File: src/rtl/mouse_packet_cursor_tracker_assert.svh
// Assertion helpers for the mouse cursor tracker.
// Each macro takes a label, an antecedent, a consequent and a message string.
`ifndef MOUSE_PACKET_CURSOR_TRACKER_ASSERT_SVH
`define MOUSE_PACKET_CURSOR_TRACKER_ASSERT_SVH

`ifndef NO_ASSERTIONS

`define MPCT_ASSERT_NOW(label, ante, cons, msg) \
  label: assert property (@(posedge clk) disable iff (rst) (ante) |-> (cons)) \
    else $error(msg);

`define MPCT_ASSERT_NEXT(label, ante, cons, msg) \
  label: assert property (@(posedge clk) disable iff (rst) (ante) |=> (cons)) \
    else $error(msg);

`else

`define MPCT_ASSERT_NOW(label, ante, cons, msg)

`define MPCT_ASSERT_NEXT(label, ante, cons, msg)

`endif

`endif

File: src/rtl/mpct_pkg.sv
package mpct_pkg;

  localparam int MAX_COLUMNS = 128;
  localparam int MAX_ROWS    = 64;

  localparam logic [7:0] COL_LIMIT = 8'(MAX_COLUMNS);
  localparam logic [6:0] ROW_LIMIT = 7'(MAX_ROWS);

  // Configuration register indexes.
  localparam logic [1:0] REG_ENABLED = 2'd0;
  localparam logic [1:0] REG_COLUMNS = 2'd1;
  localparam logic [1:0] REG_ROWS    = 2'd2;

  // Reset values.
  localparam logic [7:0] COLUMNS_RESET  = 8'd80;
  localparam logic [6:0] ROWS_RESET     = 7'd25;
  localparam logic [6:0] CURSOR_X_RESET = 7'd40;
  localparam logic [5:0] CURSOR_Y_RESET = 6'd12;

  // Bit positions inside the status byte.
  localparam int SYNC_BIT    = 3;
  localparam int X_SIGN_BIT  = 4;
  localparam int Y_SIGN_BIT  = 5;
  localparam int LEFT_BIT    = 0;

  typedef enum logic {
    OP_BYTE    = 1'b0,
    OP_CONSUME = 1'b1
  } op_t;

  typedef enum logic [1:0] {
    POS_STATUS = 2'd0,
    POS_X      = 2'd1,
    POS_Y      = 2'd2
  } byte_pos_t;

  typedef struct packed {
    op_t        op;
    logic [7:0] data;
  } in_item_t;

  typedef struct packed {
    logic [6:0] pos_x;
    logic [5:0] pos_y;
    logic [2:0] button_bits;
    logic       moved_flag;
    logic       clicked_flag;
    logic       packet_done;
  } out_item_t;

endpackage

File: src/rtl/mouse_packet_cursor_tracker.sv
// A result is registered in the output register, or in the skid register
// while the output stalls. Throughput: one request per cycle while the
// skid register is empty; the state update is a single add or subtract and
// clamp per axis, and the skid register takes one request during a stall.
// Reset (rst, synchronous, active high) restores cursor 40,12, screen 80x25,
// tracking disabled, and empties the output and skid registers.
`include "mouse_packet_cursor_tracker_assert.svh"

module mouse_packet_cursor_tracker (
  input  logic                  clk,
  input  logic                  rst,
  input  logic                  cfg_write,
  input  logic [1:0]            cfg_index,
  input  logic [7:0]            cfg_data,
  input  logic                  in_valid,
  output logic                  in_stall,
  input  mpct_pkg::in_item_t    in_item,
  output logic                  out_valid,
  input  logic                  out_stall,
  output mpct_pkg::out_item_t   out_item
);
  import mpct_pkg::*;

  logic       enabled;
  logic [7:0] columns;
  logic [6:0] rows;

  byte_pos_t  byte_pos, byte_pos_next;
  logic [7:0] status_byte, status_byte_next;
  logic [7:0] x_delta_byte, x_delta_byte_next;
  logic [6:0] cursor_x, cursor_x_next;
  logic [5:0] cursor_y, cursor_y_next;
  logic [2:0] latched_buttons, latched_buttons_next;
  logic       moved_sticky, moved_sticky_next;
  logic       clicked_sticky, clicked_sticky_next;
  logic       done;

  out_item_t  result;
  out_item_t  skid_item;
  logic       skid_valid;

  logic       in_fire;
  logic       out_fire;

  logic [7:0] cap_x;
  logic [6:0] cap_y;
  logic [6:0] top_x;
  logic [5:0] top_y;
  logic [9:0] sum_x;
  logic [9:0] diff_y;
  logic [6:0] clamped_x;
  logic [5:0] clamped_y;

  assign in_stall = skid_valid | rst;
  assign in_fire  = in_valid & ~in_stall;
  assign out_fire = out_valid & ~out_stall;

  // Largest legal coordinate; screens of size 0 or 1 pin the axis to 0.
  always_comb begin
    cap_x = (columns > COL_LIMIT) ? COL_LIMIT : columns;
    cap_y = (rows > ROW_LIMIT) ? ROW_LIMIT : rows;
    top_x = (cap_x < 8'd2) ? 7'd0 : 7'(cap_x - 8'd1);
    top_y = (cap_y < 7'd2) ? 6'd0 : 6'(cap_y - 7'd1);
  end

  // Deltas are nine-bit two's complement, extended here to ten bits.
  always_comb begin
    sum_x  = {3'b000, cursor_x}
           + {status_byte[X_SIGN_BIT], status_byte[X_SIGN_BIT], x_delta_byte};
    diff_y = {4'b0000, cursor_y}
           - {status_byte[Y_SIGN_BIT], status_byte[Y_SIGN_BIT], in_item.data};

    if (sum_x[9]) begin
      clamped_x = 7'd0;
    end else if (sum_x[8:0] > {2'b00, top_x}) begin
      clamped_x = top_x;
    end else begin
      clamped_x = sum_x[6:0];
    end

    if (diff_y[9]) begin
      clamped_y = 6'd0;
    end else if (diff_y[8:0] > {3'b000, top_y}) begin
      clamped_y = top_y;
    end else begin
      clamped_y = diff_y[5:0];
    end
  end

  always_comb begin
    byte_pos_next        = byte_pos;
    status_byte_next     = status_byte;
    x_delta_byte_next    = x_delta_byte;
    cursor_x_next        = cursor_x;
    cursor_y_next        = cursor_y;
    latched_buttons_next = latched_buttons;
    moved_sticky_next    = moved_sticky;
    clicked_sticky_next  = clicked_sticky;
    done                 = 1'b0;

    if (in_fire) begin
      if (in_item.op == OP_CONSUME) begin
        moved_sticky_next   = 1'b0;
        clicked_sticky_next = 1'b0;
      end else if (enabled) begin
        case (byte_pos)
          POS_STATUS: begin
            // A first byte without the always-one bit is dropped to resync.
            if (in_item.data[SYNC_BIT]) begin
              status_byte_next = in_item.data;
              byte_pos_next    = POS_X;
            end
          end
          POS_X: begin
            x_delta_byte_next = in_item.data;
            byte_pos_next     = POS_Y;
          end
          POS_Y: begin
            byte_pos_next        = POS_STATUS;
            cursor_x_next        = clamped_x;
            cursor_y_next        = clamped_y;
            latched_buttons_next = status_byte[2:0];
            moved_sticky_next    = 1'b1;
            if (status_byte[LEFT_BIT]) begin
              clicked_sticky_next = 1'b1;
            end
            done = 1'b1;
          end
          default: begin
            byte_pos_next = POS_STATUS;
          end
        endcase
      end
    end

    result.pos_x        = cursor_x_next;
    result.pos_y        = cursor_y_next;
    result.button_bits  = latched_buttons_next;
    result.moved_flag   = moved_sticky_next;
    result.clicked_flag = clicked_sticky_next;
    result.packet_done  = done;
  end

  always_ff @(posedge clk) begin
    if (rst) begin
      enabled <= 1'b0;
      columns <= COLUMNS_RESET;
      rows    <= ROWS_RESET;
    end else if (cfg_write) begin
      case (cfg_index)
        REG_ENABLED: enabled <= cfg_data[0];
        REG_COLUMNS: columns <= cfg_data;
        REG_ROWS:    rows    <= cfg_data[6:0];
        default: begin
        end
      endcase
    end
  end

  always_ff @(posedge clk) begin
    if (rst) begin
      byte_pos        <= POS_STATUS;
      status_byte     <= 8'd0;
      x_delta_byte    <= 8'd0;
      cursor_x        <= CURSOR_X_RESET;
      cursor_y        <= CURSOR_Y_RESET;
      latched_buttons <= 3'd0;
      moved_sticky    <= 1'b0;
      clicked_sticky  <= 1'b0;
    end else begin
      byte_pos        <= byte_pos_next;
      status_byte     <= status_byte_next;
      x_delta_byte    <= x_delta_byte_next;
      cursor_x        <= cursor_x_next;
      cursor_y        <= cursor_y_next;
      latched_buttons <= latched_buttons_next;
      moved_sticky    <= moved_sticky_next;
      clicked_sticky  <= clicked_sticky_next;
    end
  end

  // Output register with one skid entry behind it. While the skid entry is
  // full no request is accepted, so it drains before anything new arrives.
  always_ff @(posedge clk) begin
    if (rst) begin
      out_valid  <= 1'b0;
      skid_valid <= 1'b0;
    end else if (out_fire || !out_valid) begin
      if (skid_valid) begin
        out_item   <= skid_item;
        out_valid  <= 1'b1;
        skid_valid <= 1'b0;
      end else if (in_fire) begin
        out_item  <= result;
        out_valid <= 1'b1;
      end else begin
        out_valid <= 1'b0;
      end
    end else if (in_fire) begin
      skid_item  <= result;
      skid_valid <= 1'b1;
    end
  end

  `MPCT_ASSERT_NOW(a_skid_behind_output, skid_valid, out_valid, "skid full with output empty")
  `MPCT_ASSERT_NEXT(a_consume_clears, in_fire && (in_item.op == OP_CONSUME), !moved_sticky && !clicked_sticky, "consume did not clear sticky flags")
  `MPCT_ASSERT_NEXT(a_packet_sets_moved, done, moved_sticky && (byte_pos == POS_STATUS), "completed packet left moved flag or position wrong")
  `MPCT_ASSERT_NEXT(a_cursor_clamped, done, (cursor_x <= $past(top_x)) && (cursor_y <= $past(top_y)), "cursor outside screen after packet")

endmodule
File: config.mk
export PLATFORM = sky130hd
export DESIGN_NAME = mouse_packet_cursor_tracker
export DESIGN_NICKNAME = d
export VERILOG_FILES = /design/src/rtl/mpct_pkg.sv /design/src/rtl/mouse_packet_cursor_tracker.sv
export VERILOG_INCLUDE_DIRS = /design/src /design/src/rtl
export SDC_FILE = /design/constraint.sdc
export NUM_CORES = 1
export LEC_CHECK = 0
export ABC_AREA = 1
export CAP_MARGIN = 20
export CELL_PAD_IN_SITES_DETAIL_PLACEMENT = 0
export CELL_PAD_IN_SITES_GLOBAL_PLACEMENT = 1
export CORE_UTILIZATION = 35
export DETAILED_ROUTE_END_ITERATION = 10
export DONT_BUFFER_PORTS = 1
export GPL_TIMING_DRIVEN = 0
export PLACE_DENSITY_LB_ADDON = 0.1
export RECOVER_POWER = 50
export SYNTH_ARGS = -nofsm -noshare
export SYNTH_HDL_FRONTEND = slang
export SYNTH_SLANG_ARGS = --single-unit
File: constraint.sdc
create_clock -name clk -period 7.45 [get_ports clk]
set_input_delay 1.49 -clock clk [delete_from_list [all_inputs] [get_ports clk]]
set_output_delay 1.49 -clock clk [all_outputs]
set_load 0.01 [all_outputs]
==> results.sh <==
export IMPL_dr_total_vias=3971
export IMPL_layout_common_cells="nand2_1, inv_1, nor2_1"
export IMPL_cts_resized=0
export IMPL_clkTransAtPathRegs_ns=0.06
export IMPL_die_area_sq_um=15400
export IMPL_ff2ff_path_depth=21
export IMPL_whs_path_depth=2
export IMPL_firstDrtPassIters=4
export IMPL_drive_gt1_frac=0.123
export IMPL_setup_violations=0
export IMPL_powerDensity_nw_per_um2=189
export IMPL_min_to="rows[0]"
export IMPL_routabilityCongestion=0.797
export IMPL_critPathMaxFanout=9
export IMPL_grt_pass1_wl_mm=19.7
export IMPL_total_power_mw=1.07
export IMPL_yosysWarnings=0
export IMPL_yosysSeqAreaShare=0.413
export IMPL_synth_top_area_frac=0.218
export IMPL_path_buf_inv=2
export IMPL_seq_area_sq_um=2160
export IMPL_cts_tree="done"
export IMPL_period_share=0.555
export IMPL_cap_violations=0
export IMPL_num_rows=44
export IMPL_placed_cell_area_sq_um=5470
export IMPL_crit_type="in -> out"
export IMPL_ios=45
export IMPL_synth_seq_cells=89
export IMPL_area_growth_pct=8.32
export IMPL_fp_dieH_microns=124
export IMPL_synthesis_area_sq_um=5230
export IMPL_leakage_nw=2.54
export IMPL_die_w_microns=124
export IMPL_startpoint_type="input pin"
export IMPL_avgSynthCellArea_sq_um=8.16
export IMPL_finalNetCount=707
export IMPL_cp_end_kind="primary output"
export IMPL_overflow=0
export IMPL_reg2reg_to="out_item[17]"
export IMPL_grt_pass1_vias=3886
export IMPL_clockBufferDepth=2
export IMPL_crit_required_ns=5.96
export IMPL_h_tree_depth=3
export IMPL_final_common_cell="nand2_1"
export IMPL_period_needed_ns=4.13
export IMPL_drt_wl_total_mm=11.8
export IMPL_hpwl_mm=9.43
export IMPL_skew_ns=0.00450
export IMPL_slowest_stage="clkinvlp_2"
export IMPL_crit_start="rst"
export IMPL_ctsHoldBuffers=0
export IMPL_drc=0
export IMPL_critical_path_cell_chain="clkbuf_1 -> clkinvlp_2 -> nand2_1"
export IMPL_syn_nets=695
export IMPL_grt_max_degree=20
export IMPL_synthDistinctLibCells=51
export IMPL_status="finished clean"
export IMPL_reg2reg_setup_slack_ns=4.20
export IMPL_antenna_found_initial=0
export IMPL_synth_area_leaders="edfxtp_1, dfxtp_1, nand2_1"
export IMPL_final_hold_violation_count=0
export IMPL_multi_input_area_sq_um=2580
export IMPL_hold_class="reg -> reg"
export IMPL_slowest_delay_ns=0.51
export IMPL_clk_latency_ns=0.34
export IMPL_slew_violations=0
export IMPL_cts_buffers=9
export IMPL_drtIter0Drc=182
export IMPL_synth_top_area_cell="edfxtp_1"
export IMPL_fillers=1549
export IMPL_design_core_area_sq_um=14500
export IMPL_ir_worst_vdd_uv=105
export IMPL_grt_usage=0.161
export IMPL_worstMarginPinSlew_ns=0.924
export IMPL_design_area_sq_um=5670
export IMPL_start_util=0.360
export IMPL_synthCells=641
export IMPL_critPathArrivalTime_ns=2.64
export IMPL_cts_sinks=89
export IMPL_n_antenna_cell=0
export IMPL_rsz0062_at_grt="no"
export IMPL_ctsRootBufferMaster="clkbuf_16"
export IMPL_vias_per_cell=4.72
export IMPL_relSlewSlack=0.384
export IMPL_portBuffers=0
export IMPL_r2r_start="columns[4]"
export IMPL_avgRoutedWirePerCell_microns=14.0
export IMPL_cp_top_family="buffers and inverters"
export IMPL_post_cts_buffers=0
export IMPL_fmax_mhz=242
export IMPL_tns_ns=0
export IMPL_hp_start="rows[0]"
export IMPL_ant_nets=0
## worst register-to-register path: cells and delay by family (launching register included)
kind                       cells  cell delay (ns)
and+or+nand+nor               15             1.54
buffers and inverters          1             0.06
adders and majority gates      2             0.55
AOI/OAI and AO/OA              3             0.51
DFF                            1             0.36
## state kept, by name (all words and copies together), names as in the netlist, 2 cells and up
name,cells
cursor_y,6
out_item,19
x_delta_byte,8
skid_item,19
columns,8
cursor_x,7
rows,7
byte_pos,2
latched_buttons,3
status_byte,5
## through the flow
step / cells / util / setup WS (ns) / hold slack (ns)
after floorplan: 641 / - / 3.46 / 0.452
after detailed placement: 826 / 0.377 / 3.07 / 0.492
after CTS: 842 / 0.395 / 3.44 / 0.503
after global routing: 842 / 0.390 / 3.06 / 0.528
final: 842 / 0.390 / 3.32 / 0.496
after global placement: 825 / 0.376 / 3.11 / 0.477
## how the worst max path moves through the flow
stage / endpoint / slack (ns) / depth (start not counted)
detailed placement: out_item[11] / 3.07 / 21
global route: out_item[11] / 3.06 / 12
floorplan: out_item[11] / 3.46 / 22
CTS: out_item[11] / 3.44 / 21
global placement: out_item[11] / 3.11 / 22
finish: in_stall / 3.32 / 3
## synth_stat cells, drive strengths merged
library cell and number:
nand3 57, dlymetal6s2s 1, or2 5, a31oi 1, o21bai 3, nand2 189, buf 5, o21ai 29
nor4 1, edfxtp 38, nor3 4, nand4 15, a22oi 1, and2 2, xnor2 4, inv 79
and3 1, nor2 67, o22ai 1, fa 2, o21a 1, a21oi 28, dfxtp 51, clkbuf 7
a21boi 1, ha 28, clkinv 4, o211ai 4, a211oi 9, xor2 3
## cell families after synthesis
group | share of synthesized area
buf+inv | 0.0849
xor+xnor | 0.0117
simple gates | 0.321
fa+ha+maj | 0.0746
compound gates | 0.0949
flops | 0.413
## power breakdown
group	leakage [nW]	internal (mW)	switching, mW	total, mW
Sequential	0.746	0.517	0.00881	0.526
Combinational	1.67	0.0423	0.0844	0.127
Clock	0.127	0.227	0.191	0.418
## final cells by class
class,count,area share
multi-input cells,456,0.455
inverters,83,0.0563
clock buffers,10,0.0404
repair buffers,1,0.00132
flip-flops and latches,89,0.381
plain buffers,13,0.0168
well taps,184,0.0406
clock inverters,6,0.00795
## routing by layer
metal	up-vias	GRT usage	routed length, microns
met5	-	0	0
met4	0	0.0390	115
met3	10	0.0387	340
met2	52	0.268	5520
met1	1777	0.208	5790
li1	2132	-	-
No activity file was read; power rests on OpenSTA's default activity.
